===== src/rtl/core/sws_pkg.sv =====
`timescale 1ns / 1ps

package sws_pkg;

    // Stream constants
    localparam logic [7:0] SPACE_BYTE   = 8'd32;
    localparam int         BUF_DEPTH    = 63;
    localparam int         CNT_W        = 6;
    localparam logic [CNT_W-1:0] MIN_LEN_RESET = 6'd1;

    // Command queue between front and back
    localparam int QUEUE_DEPTH = 4;
    localparam int QPTR_W      = 2;

    // Input word and result word
    typedef struct packed {
        logic [7:0] text_byte;
        logic       end_of_text;
    } t_in_word;

    typedef struct packed {
        logic [7:0] out_byte;
        logic       out_valid;
        logic       out_last;
    } t_out_word;

    // Commands from the classifier to the emitter
    typedef enum logic [1:0] {
        CMD_BYTE,
        CMD_FLUSH,
        CMD_END
    } t_cmd_kind;

    typedef struct packed {
        t_cmd_kind        kind;
        logic [7:0]       data;
        logic [CNT_W-1:0] count;
        logic             sep;
    } t_cmd;

    // Write port into the word buffer
    typedef struct packed {
        logic             en;
        logic [CNT_W-1:0] addr;
        logic [7:0]       data;
    } t_buf_wr;

    // Emitter states
    typedef enum logic [1:0] {
        ST_IDLE,
        ST_SEP,
        ST_FLUSH
    } t_back_state;

endpackage


===== src/rtl/core/sws_queue.sv =====
`timescale 1ns / 1ps

module sws_queue import sws_pkg::*; (
    input  logic i_clk,
    input  logic i_rst_n,
    input  logic i_push,
    input  t_cmd i_cmd,
    output logic o_full,
    input  logic i_pop,
    output t_cmd o_cmd,
    output logic o_empty
);

    t_cmd              r_mem [QUEUE_DEPTH];
    logic [QPTR_W-1:0] r_wr_ptr;
    logic [QPTR_W-1:0] r_rd_ptr;
    logic [QPTR_W:0]   r_cnt;

    logic do_push;
    logic do_pop;

    assign o_full  = (r_cnt == (QPTR_W+1)'(QUEUE_DEPTH));
    assign o_empty = (r_cnt == '0);
    assign do_push = i_push && !o_full;
    assign do_pop  = i_pop && !o_empty;
    assign o_cmd   = r_mem[r_rd_ptr];

    // Storage
    always_ff @(posedge i_clk) begin
        if (do_push) begin
            r_mem[r_wr_ptr] <= i_cmd;
        end
    end

    // Pointers and fill level
    always_ff @(posedge i_clk) begin
        if (!i_rst_n) begin
            r_wr_ptr <= '0;
            r_rd_ptr <= '0;
            r_cnt    <= '0;
        end else begin
            if (do_push) begin
                r_wr_ptr <= r_wr_ptr + 1'b1;
            end
            if (do_pop) begin
                r_rd_ptr <= r_rd_ptr + 1'b1;
            end
            case ({do_push, do_pop})
                2'b10:   r_cnt <= r_cnt + 1'b1;
                2'b01:   r_cnt <= r_cnt - 1'b1;
                default: r_cnt <= r_cnt;
            endcase
        end
    end

endmodule


===== src/rtl/core/sws_front.sv =====
`timescale 1ns / 1ps

module sws_front import sws_pkg::*; (
    input  logic             i_clk,
    input  logic             i_rst_n,
    input  logic             i_cfg_valid,
    output logic             o_cfg_ready,
    input  logic [CNT_W-1:0] i_cfg_data,
    input  logic             i_valid,
    output logic             o_ready,
    input  t_in_word         i_word,
    output logic             o_push,
    output t_cmd             o_cmd,
    input  logic             i_full,
    output t_buf_wr          o_buf_wr,
    input  logic             i_flush_done
);

    logic [CNT_W-1:0] r_min_len, n_min_len;
    logic [CNT_W-1:0] r_pending, n_pending;
    logic             r_passing, n_passing;
    logic             r_any_kept, n_any_kept;
    logic             r_busy, n_busy;

    logic             accept;
    logic [CNT_W-1:0] cnt_next;

    // Stall while the queue is full or a buffer flush is still being read out
    assign o_ready     = !i_full && !r_busy;
    assign o_cfg_ready = 1'b1;
    assign accept      = i_valid && o_ready;
    assign cnt_next    = r_pending + 1'b1;

    // Classify the word and update word tracking
    always_comb begin
        n_min_len  = r_min_len;
        n_pending  = r_pending;
        n_passing  = r_passing;
        n_any_kept = r_any_kept;
        n_busy     = r_busy;
        o_push     = 1'b0;
        o_cmd      = '0;
        o_buf_wr   = '0;

        if (i_cfg_valid) begin
            n_min_len = i_cfg_data;
        end

        if (i_flush_done) begin
            n_busy = 1'b0;
        end

        if (accept) begin
            if (i_word.end_of_text) begin
                o_push       = 1'b1;
                o_cmd.kind   = CMD_END;
                n_pending    = '0;
                n_passing    = 1'b0;
                n_any_kept   = 1'b0;
            end else if (i_word.text_byte == SPACE_BYTE) begin
                n_pending = '0;
                n_passing = 1'b0;
            end else if (r_passing) begin
                o_push     = 1'b1;
                o_cmd.kind = CMD_BYTE;
                o_cmd.data = i_word.text_byte;
            end else begin
                o_buf_wr.en   = 1'b1;
                o_buf_wr.addr = r_pending;
                o_buf_wr.data = i_word.text_byte;
                // A minimum of zero keeps every word, same as one
                if (cnt_next >= r_min_len) begin
                    o_push      = 1'b1;
                    o_cmd.kind  = CMD_FLUSH;
                    o_cmd.count = cnt_next;
                    o_cmd.sep   = r_any_kept;
                    n_pending   = '0;
                    n_passing   = 1'b1;
                    n_any_kept  = 1'b1;
                    n_busy      = 1'b1;
                end else begin
                    n_pending = cnt_next;
                end
            end
        end
    end

    always_ff @(posedge i_clk) begin
        if (!i_rst_n) begin
            r_min_len  <= MIN_LEN_RESET;
            r_pending  <= '0;
            r_passing  <= 1'b0;
            r_any_kept <= 1'b0;
            r_busy     <= 1'b0;
        end else begin
            r_min_len  <= n_min_len;
            r_pending  <= n_pending;
            r_passing  <= n_passing;
            r_any_kept <= n_any_kept;
            r_busy     <= n_busy;
        end
    end

endmodule


===== src/rtl/core/sws_back.sv =====
`timescale 1ns / 1ps

module sws_back import sws_pkg::*; (
    input  logic      i_clk,
    input  logic      i_rst_n,
    input  t_cmd      i_cmd,
    input  logic      i_cmd_valid,
    output logic      o_pop,
    input  t_buf_wr   i_buf_wr,
    output logic      o_valid,
    input  logic      i_ready,
    output t_out_word o_word,
    output logic      o_flush_done
);

    logic [7:0]       r_buf [BUF_DEPTH];
    logic [7:0]       r_rd_data;
    logic [CNT_W-1:0] r_idx, n_idx;
    logic [CNT_W-1:0] r_count, n_count;
    t_back_state      r_state, n_state;
    logic             r_out_vld;
    t_out_word        r_out;

    logic             load_ok;
    logic             emit;
    t_out_word        emit_word;
    logic [CNT_W-1:0] idx_inc;
    logic             flush_last;

    assign load_ok    = !r_out_vld || i_ready;
    assign idx_inc    = r_idx + 1'b1;
    assign flush_last = (idx_inc == r_count);
    assign o_valid    = r_out_vld;
    assign o_word     = r_out;

    // Word buffer: written by the front, read one entry per cycle here while the output is not stalled
    always_ff @(posedge i_clk) begin
        if (i_buf_wr.en) begin
            r_buf[i_buf_wr.addr] <= i_buf_wr.data;
        end
        r_rd_data <= r_buf[n_idx];
    end

    // Next state
    always_comb begin
        n_state = r_state;
        case (r_state)
            ST_IDLE: begin
                if (i_cmd_valid && load_ok && i_cmd.kind == CMD_FLUSH) begin
                    n_state = i_cmd.sep ? ST_SEP : ST_FLUSH;
                end
            end
            ST_SEP: begin
                if (load_ok) begin
                    n_state = ST_FLUSH;
                end
            end
            ST_FLUSH: begin
                if (load_ok && flush_last) begin
                    n_state = ST_IDLE;
                end
            end
            default: n_state = ST_IDLE;
        endcase
    end

    // Outputs, read index and flush length
    always_comb begin
        o_pop        = 1'b0;
        emit         = 1'b0;
        emit_word    = '0;
        n_idx        = r_idx;
        n_count      = r_count;
        o_flush_done = 1'b0;
        case (r_state)
            ST_IDLE: begin
                n_idx = '0;
                if (i_cmd_valid && load_ok) begin
                    o_pop = 1'b1;
                    case (i_cmd.kind)
                        CMD_BYTE: begin
                            emit      = 1'b1;
                            emit_word = '{out_byte: i_cmd.data, out_valid: 1'b1,
                                          out_last: 1'b0};
                        end
                        CMD_END: begin
                            emit      = 1'b1;
                            emit_word = '{out_byte: 8'd0, out_valid: 1'b0,
                                          out_last: 1'b1};
                        end
                        CMD_FLUSH: begin
                            n_count = i_cmd.count;
                        end
                        default: ;
                    endcase
                end
            end
            ST_SEP: begin
                n_idx = '0;
                if (load_ok) begin
                    emit      = 1'b1;
                    emit_word = '{out_byte: SPACE_BYTE, out_valid: 1'b1, out_last: 1'b0};
                end
            end
            ST_FLUSH: begin
                if (load_ok) begin
                    emit      = 1'b1;
                    emit_word = '{out_byte: r_rd_data, out_valid: 1'b1, out_last: 1'b0};
                    if (flush_last) begin
                        n_idx        = '0;
                        o_flush_done = 1'b1;
                    end else begin
                        n_idx = idx_inc;
                    end
                end
            end
            default: ;
        endcase
    end

    always_ff @(posedge i_clk) begin
        if (!i_rst_n) begin
            r_state   <= ST_IDLE;
            r_idx     <= '0;
            r_count   <= '0;
            r_out_vld <= 1'b0;
        end else begin
            r_state <= n_state;
            r_idx   <= n_idx;
            r_count <= n_count;
            if (emit) begin
                r_out_vld <= 1'b1;
            end else if (i_ready) begin
                r_out_vld <= 1'b0;
            end
        end
    end

    // Output register payload
    always_ff @(posedge i_clk) begin
        if (emit) begin
            r_out <= emit_word;
        end
    end

endmodule


===== src/rtl/core/short_word_stream_filter.sv =====
`timescale 1ns / 1ps

// Short-word stream filter.
// Input channel (i_valid/o_ready, i_word) takes one text byte per word, or
// an end-of-text marker. Output channel (o_valid/i_ready, o_word) delivers
// the filtered text: kept words separated by one space, then one terminator
// word with out_last set and out_valid clear.
// Config channel (i_cfg_valid/o_cfg_ready, i_cfg_data) sets the minimum
// word length; it is always ready and should be written while idle.
// A pass-through byte is accepted into the command queue and from there
// loaded into the output register. When a word reaches the minimum length,
// the front pushes a flush of n buffered bytes; the back takes the command,
// then sends the separating space if one is due and reads the word buffer
// one entry per cycle while the output register can take it. The input
// stalls until the last buffered byte has been loaded into the output
// register. Otherwise one byte per cycle is accepted, limited by the
// 4-entry queue.
// Reset clears all word tracking and the queue; the minimum length goes
// to 1. When the receiver stalls, the output register holds, the queue
// fills and the input ready drops.

module short_word_stream_filter import sws_pkg::*; (
    input  logic             i_clk,
    input  logic             i_rst_n,
    input  logic             i_cfg_valid,
    output logic             o_cfg_ready,
    input  logic [CNT_W-1:0] i_cfg_data,
    input  logic             i_valid,
    output logic             o_ready,
    input  t_in_word         i_word,
    output logic             o_valid,
    input  logic             i_ready,
    output t_out_word        o_word
);

    logic    q_push;
    t_cmd    q_in;
    logic    q_full;
    logic    q_pop;
    t_cmd    q_out;
    logic    q_empty;
    t_buf_wr buf_wr;
    logic    flush_done;

    sws_front u_front (
        .i_clk        (i_clk),
        .i_rst_n      (i_rst_n),
        .i_cfg_valid  (i_cfg_valid),
        .o_cfg_ready  (o_cfg_ready),
        .i_cfg_data   (i_cfg_data),
        .i_valid      (i_valid),
        .o_ready      (o_ready),
        .i_word       (i_word),
        .o_push       (q_push),
        .o_cmd        (q_in),
        .i_full       (q_full),
        .o_buf_wr     (buf_wr),
        .i_flush_done (flush_done)
    );

    sws_queue u_queue (
        .i_clk   (i_clk),
        .i_rst_n (i_rst_n),
        .i_push  (q_push),
        .i_cmd   (q_in),
        .o_full  (q_full),
        .i_pop   (q_pop),
        .o_cmd   (q_out),
        .o_empty (q_empty)
    );

    sws_back u_back (
        .i_clk        (i_clk),
        .i_rst_n      (i_rst_n),
        .i_cmd        (q_out),
        .i_cmd_valid  (!q_empty),
        .o_pop        (q_pop),
        .i_buf_wr     (buf_wr),
        .o_valid      (o_valid),
        .i_ready      (i_ready),
        .o_word       (o_word),
        .o_flush_done (flush_done)
    );

    // No command is pushed into a full queue
    a_no_overflow: assert property (@(posedge i_clk) disable iff (!i_rst_n)
        q_push |-> !q_full)
        else $error("command pushed into full queue");

    // No command is popped from an empty queue
    a_no_underflow: assert property (@(posedge i_clk) disable iff (!i_rst_n)
        q_pop |-> !q_empty)
        else $error("command popped from empty queue");

    // The buffer is not written in the cycle the last byte of a flush is read out
    a_no_wr_during_flush: assert property (@(posedge i_clk) disable iff (!i_rst_n)
        flush_done |-> !buf_wr.en)
        else $error("word buffer written during flush");

    // The terminator carries no character
    a_term_shape: assert property (@(posedge i_clk) disable iff (!i_rst_n)
        (o_valid && o_word.out_last) |-> (!o_word.out_valid && o_word.out_byte == 8'd0))
        else $error("terminator carries a character");

endmodule


===== config.mk =====
export PLATFORM = sky130hd
export DESIGN_NAME = short_word_stream_filter
export DESIGN_NICKNAME = d
export VERILOG_FILES = /design/src/rtl/core/sws_pkg.sv /design/src/rtl/core/sws_queue.sv /design/src/rtl/core/sws_front.sv /design/src/rtl/core/sws_back.sv /design/src/rtl/core/short_word_stream_filter.sv
export SDC_FILE = /design/constraint.sdc
export NUM_CORES = 1
export LEC_CHECK = 0
export BUFFER_PORTS_ARGS = -buffer_cell sky130_fd_sc_hd__buf_2
export CORE_MARGIN = 4
export CORE_UTILIZATION = 60
export CTS_CLUSTER_DIAMETER = 150
export DETAILED_ROUTE_END_ITERATION = 8
export GPL_TIMING_DRIVEN = 0
export PLACE_DENSITY = 0.76
export SLEW_MARGIN = 10
export SYNTH_ARGS = -nofsm -noshare
export SYNTH_HDL_FRONTEND = slang
export SYNTH_SLANG_ARGS = --single-unit

===== constraint.sdc =====
create_clock -name i_clk -period 4.8 [get_ports i_clk]
set_clock_uncertainty 0.2 [all_clocks]
set_input_delay 0 -clock i_clk [delete_from_list [all_inputs] [get_ports i_clk]]
set_output_delay 0 -clock i_clk [all_outputs]
set_load 0.03 [all_outputs]

Word level (Yosys, flattened, before mapping):

Memory sizes are Yosys's and may differ from the RTL's. A register that Yosys moved wholly into a read port is not among the register bits.
Cells that the tools add are included.
Widths: inputs -> output; s select.

* reduce and logical (&&, ||, !) cells: 25
* equal/unequal tests: 15
* add/sub/neg operators: 6
* order comparisons: 1
* mux-type cells: 64

Operators by type and width (number)
* $mux 15: 5
* $mux 6: 6
* $mux 17: 2
* $mux 1: 31
* $pmux 10 s3: 1
* $mux 10: 2
* $pmux 10 s2: 1
* $mux 2: 8
* $mux 8: 2
* $mux 7: 2
* $add 6x1->6 const B: 2
* $pmux 6 s2: 1
* $eq 8x6->1 const B: 1
* $logic_and 1x1->1: 7
* $eq 2x1->1 const B: 3
* $eq 2x2->1 const B: 3
* $eq 6x6->1: 1
* $ge 6x6->1: 1
* $ne 2x1->1 const B: 3
* $pmux 2 s3: 1
* $pmux 3 s2: 1
* $reduce_and 3->1: 2
* $reduce_bool 2->1: 3
* $reduce_or 2->1: 3
* other kinds (13): 19

* memory bits (writable): 572
* bits in registers: 47
* output and inout bits: 13
* input port bits: 20
* logic and storage cells: 128
* memories: 2

Memory list
* u_back.r_buf: depth 63, width 8, rd ports 1, clocked after Yosys merged registers in 1, write ports 1, line sws_back.sv:16 `logic [7:0] r_buf [BUF_DEPTH];`
* u_queue.r_mem: depth 4, width 17, rd ports 1, clocked after Yosys merged registers in 1, write ports 1, line sws_queue.sv:14 `t_cmd r_mem [QUEUE_DEPTH];`

Logic depth before layout (Yosys ltp):

* depth after elaboration: 11
* depth in mapped cells: 17
* mapped depth without buffers: 16

Modules after synthesis:

From an unflattened synthesis, not the netlist that was laid out.

* cell total of the unflattened synthesis: 2322
* area total of the unflattened synthesis: 29031.6 µm²

By module, submodules not included
* sws_back: area each 24965.2 µm², sequential area each 15895.2 µm², times used 1, cells each 2040
* sws_queue: area each 2960.3 µm², sequential area each 2222.1 µm², times used 1, cells each 143
* sws_front: area each 1102.3 µm², sequential area each 300.3 µm², times used 1, cells each 138
* short_word_stream_filter: area each 3.8 µm², sequential area each 0.0 µm², times used 1, cells each 1

Worst setup path after synthesis:

No wires, ideal clock.

* path type: register to register
* from: reg u_queue.r_cnt[1]
* to: mem u_back.r_buf[0][0] (data pin)
* slack: 1.165 ns
* stages on the path, launching flop included: 9
* setup time: 0.365 ns
* period minus slack after synthesis: 3.635 ns
* arrival: 3.070 ns
* required time: 4.235 ns
* path buffers: 2
* cells stage by stage: dfxtp_1 -> inv_1 -> a31oi_1 -> and2_0 -> nand2_1 -> nor3_1 -> clkbuf_1 -> clkbuf_1 -> and2_1

RTL lines
* start, declared: line sws_queue.sv:17 `logic [QPTR_W:0] r_cnt;`
* start signal, assigned: line sws_queue.sv:49 `2'b10: r_cnt <= r_cnt + 1'b1;`
* start signal, assigned: line sws_queue.sv:50 `2'b01: r_cnt <= r_cnt - 1'b1;`
* start signal, assigned: line sws_queue.sv:51 `default: r_cnt <= r_cnt;`
* end, declared: line sws_back.sv:16

Final worst setup path:

* from: reg u_queue.r_cnt[1]
* to: mem u_back.r_buf[2][0] (enable)

* cells in the longest elaborated chain, start to end: 7

RTL lines
* $eq 3x3->1 *: line sws_queue.sv:22 `assign o_full = (r_cnt == (QPTR_W+1)'(QUEUE_DEPTH));`
* $logic_not 1->1 *: line sws_front.sv:29 `assign o_ready = !i_full && !r_busy;`
* $logic_and 1x1->1 *: line sws_front.sv:29
* $logic_and 1x1->1 *: line sws_front.sv:31 `assign accept = i_valid && o_ready;`
* $mux 15 *: line sws_front.sv:53 `if (accept) begin`
* $mux 1: line sws_back.sv:38 `if (i_buf_wr.en) begin`
* $mux 1 (not written as such): line sws_back.sv:39 `r_buf[i_buf_wr.addr] <= i_buf_wr.data;`

Every way passes the cells marked *; elsewhere a longest branch is shown, timed or not.

==> results.yml <==
run_status:
  status: "finished clean"
sta:
  hold_viol: 0
  setup_ws_ns: 0.250
  final.period_utilization_pct: 94.8
  rsz0062_at_grt: "false"
  setup_viol: 0
  max_slew_margin_pct: 30.1
  min_period_ns: 4.55
  setup_tns_ns: 0
  timing.hold.ws_ns: 0.124
  max_freq_mhz: 220
  tightest_slew_ns: 1.05
  slew_violations: 0
detailed_routing:
  first_pass_iters: 6
  vias: 16100
  vias_per_cell: 6.31
  ant_nets: 0
  drtIter0Drc: 2317
  wirelength_um: 64400
  drc: 0
  routedWlPerCell_um: 25.2
setup_path:
  worstSetupPathType: "reg2reg"
  cp-start-kind: "register"
  crit_family: "simple AND/OR/NAND/NOR gates"
  endpoint_kind: "register"
  cp_max_fo: 8
  slowest_delay_ns: 0.93
  crit_buf_inv: 2
  slowest_stage: "nor2_1"
  cp_common_cell: "nor2_1"
  worstPathRequired_ns: 4.86
  crit_chain: "inv_1 > a31oi_1 > and2_0 > nand2_1 > or3_1 > clkbuf_1 > nor2_1 > nand3b_1 > nor2_1"
  worst_ep_arrival_time_ns: 4.61
global_route:
  grtUsageTotal_pct: 27.7
  grt_pass1_vias: 15800
  grt_max_degree: 64
  grt_overflow: 0
  antenna_found_initial: 3
  grt_pass1_wl_um: 97000
yosys:
  synthTopCellsByArea: "edfxtp_1, nand2_1, mux4_2, dfxtp_1, nand3_1"
  syn_area_mm2: 0.0257
  synthArstFlopShare_pct: 0
  synth.ff_latch_count: 629
  yosysSeqAreaShare_pct: 71.7
  yosys.area.top_type: "edfxtp_1"
  synth.distinct_cells: 65
  syn_area_per_cell_um2: 14.0
  synth_top_area_share_pct: 68.0
  synthFlopType: "edfxtp_1"
  synthCells: 1835
  syn_nets: 1874
  synth_edf_count: 582
  ys_warn_count: 0
floorplan:
  rows: 75
  start_util_pct: 61.0
  core_mm2: 0.0421
  die_area_mm2: 0.0462
  io_pins: 33
  die_height_um: 215
  die_width_um: 215
clock_tree:
  cts-root-buf: "clkbuf_16"
  tritoncts: "done"
  clk_latency_ns: 0.64
  clk_pin_slew_ns: 0.06
  htreeDepth: 2
  cts_num_sinks: 629
  clockBufferDepth: 3
  cts_resized: 0
  cts_buffers: 60
placement:
  place_congestion: 1.01
  place_worst_setup_slack_ns: 0.394
  numPortBuffers: 29
  place_hpwl_um: 40700
finish:
  layout.nets: 2009
  num_antenna_cells: 0
  layout_common_cells: "edfxtp_1, nand2_1, nand3_1"
  drive_gt1_share_pct: 12.3
  layout_commonest_cell: "edfxtp_1"
  area_growth_pct: 12.9
pwr:
  peakVddDrop_v: 0.000389
  p_leak_nw: 10.1
  power.density_mw_per_mm2: 508
hold_path:
  hold_class: "in2reg"
flow_run:
  maxCapViolCount: 0
flip-flops by register name, summed over array words and instances, names as in the netlist, named ones only:
register	count
u_back.o_valid	1
u_back.o_word	10
u_back.r_buf	504
u_back.r_count	6
u_back.r_idx	6
u_back.r_rd_data	8
u_back.r_state	2
u_front.r_any_kept	1
u_front.r_busy	1
u_front.r_min_len	6
u_front.r_passing	1
u_front.r_pending	6
u_queue.r_cnt	3
u_queue.r_mem	68
u_queue.r_rd_ptr	2
u_queue.r_wr_ptr	2
power breakdown:
part	leakage (nW)	internal [mW]	switching, mW
clock network	0.974	2.84	2.03
logic	3.40	1.19	2.28
registers	5.76	6.30	0.0891
worst min-delay path, delay by kind of cell:
family / cells / cell delay, ns
buf+inv: 2 / 0.66
simple gates: 1 / 0.17
through the flow:
| step | total power [mW] | std cells | cell area (µm²) | util, % |
|---|---|---|---|---|
| 5_1_grt | 15.3 | 2558 | 29000 | 68.8 |
| 4_1_cts | 14.7 | 2558 | 29000 | 68.8 |
| 2_1_floorplan | 8.81 | 1835 | 25700 | - |
| 6_report | 14.7 | 2558 | 29000 | 68.8 |
| 3_3_place_gp | 9.76 | 2403 | 26500 | 62.9 |
| 3_5_place_dp | 9.87 | 2407 | 26600 | 63.1 |
timing repair:
item | 4_1_cts | 5_1_grt
setup buffers | 0 | 0
endpoints found under the hold margin | 424 | 0
hold buffers | 40 | 0
cell families after synthesis:
| family | count (synthesis) | synth area share (%) |
|---|---|---|
| AND/OR/NAND/NOR | 771 | 13.4 |
| flip-flops | 629 | 71.7 |
| AO/OA/AOI/OAI | 194 | 5.50 |
| buffers and inverters | 125 | 2.34 |
| multiplexers | 80 | 5.50 |
| adder cells (fa/ha/maj) | 19 | 0.955 |
| XOR/XNOR | 16 | 0.546 |
| other | 1 | 0.0146 |
cell type report:
| class | instances | area [µm²] |
|---|---|---|
| Buffer | 104 | 523 |
| Clock buffer | 75 | 1560 |
| Clock inverter | 36 | 450 |
| Fill cell | 2758 | 13100 |
| Inverter | 21 | 78.8 |
| Multi-Input combinational cell | 1081 | 6680 |
| Sequential cell | 629 | 18400 |
| Tap cell | 539 | 674 |
| Timing Repair Buffer | 73 | 626 |
cells in the mapped netlist (3+ instances only):
cell type  number
nand2b_1        6
or4_1           8
nand3_1       111
inv_1          21
buf_6           6
o221ai_1        8
edfxtp_1      582
dfxtp_1        47
a22oi_1        15
a21o_1          6
a31oi_1        18
nor3_1         32
buf_4           6
nor2b_1        21
nand3b_1        5
or3_1           6
xnor2_1        10
mux2i_1        31
nand2_1       388
o211a_1         4
a311oi_1       23
a221oi_1       15
xor2_1          6
and2_1         34
a22o_1          8
o21a_1          3
o21ai_0        18
mux4_2         49
a21oi_1        42
buf_2          52
o22ai_1         8
buf_1           6
nor2_1        107
ha_1           18
clkbuf_1       34
o31a_1          7
and3_1         39
final timing paths:
path | start | to | slack [ns] | depth (start not counted)
setup / recovery | u_queue.r_cnt[1]$_SDFFE_PN0P_ | u_back.r_buf[2][0]$_DFFE_PP_ | 0.25 | 9
hold / removal | i_word[6] | u_queue.r_mem[0][12]$_DFFE_PP_ | 0.12 | 3
setup reg to reg | u_queue.r_cnt[1]$_SDFFE_PN0P_ | u_back.r_buf[2][0]$_DFFE_PP_ | 0.25 | 9
hold reg to reg | u_queue.r_cnt[2]$_SDFFE_PN0P_ | u_queue.r_cnt[2]$_SDFFE_PN0P_ | 0.32 | 2
layer usage:
layer	track usage, %	share of wire (%)
met2	44.7	47
met5	0	0.020
met4	10.5	4.0
met3	5.75	11
met1	37.8	38
Note: power is estimated with default switching activity, not from simulation.
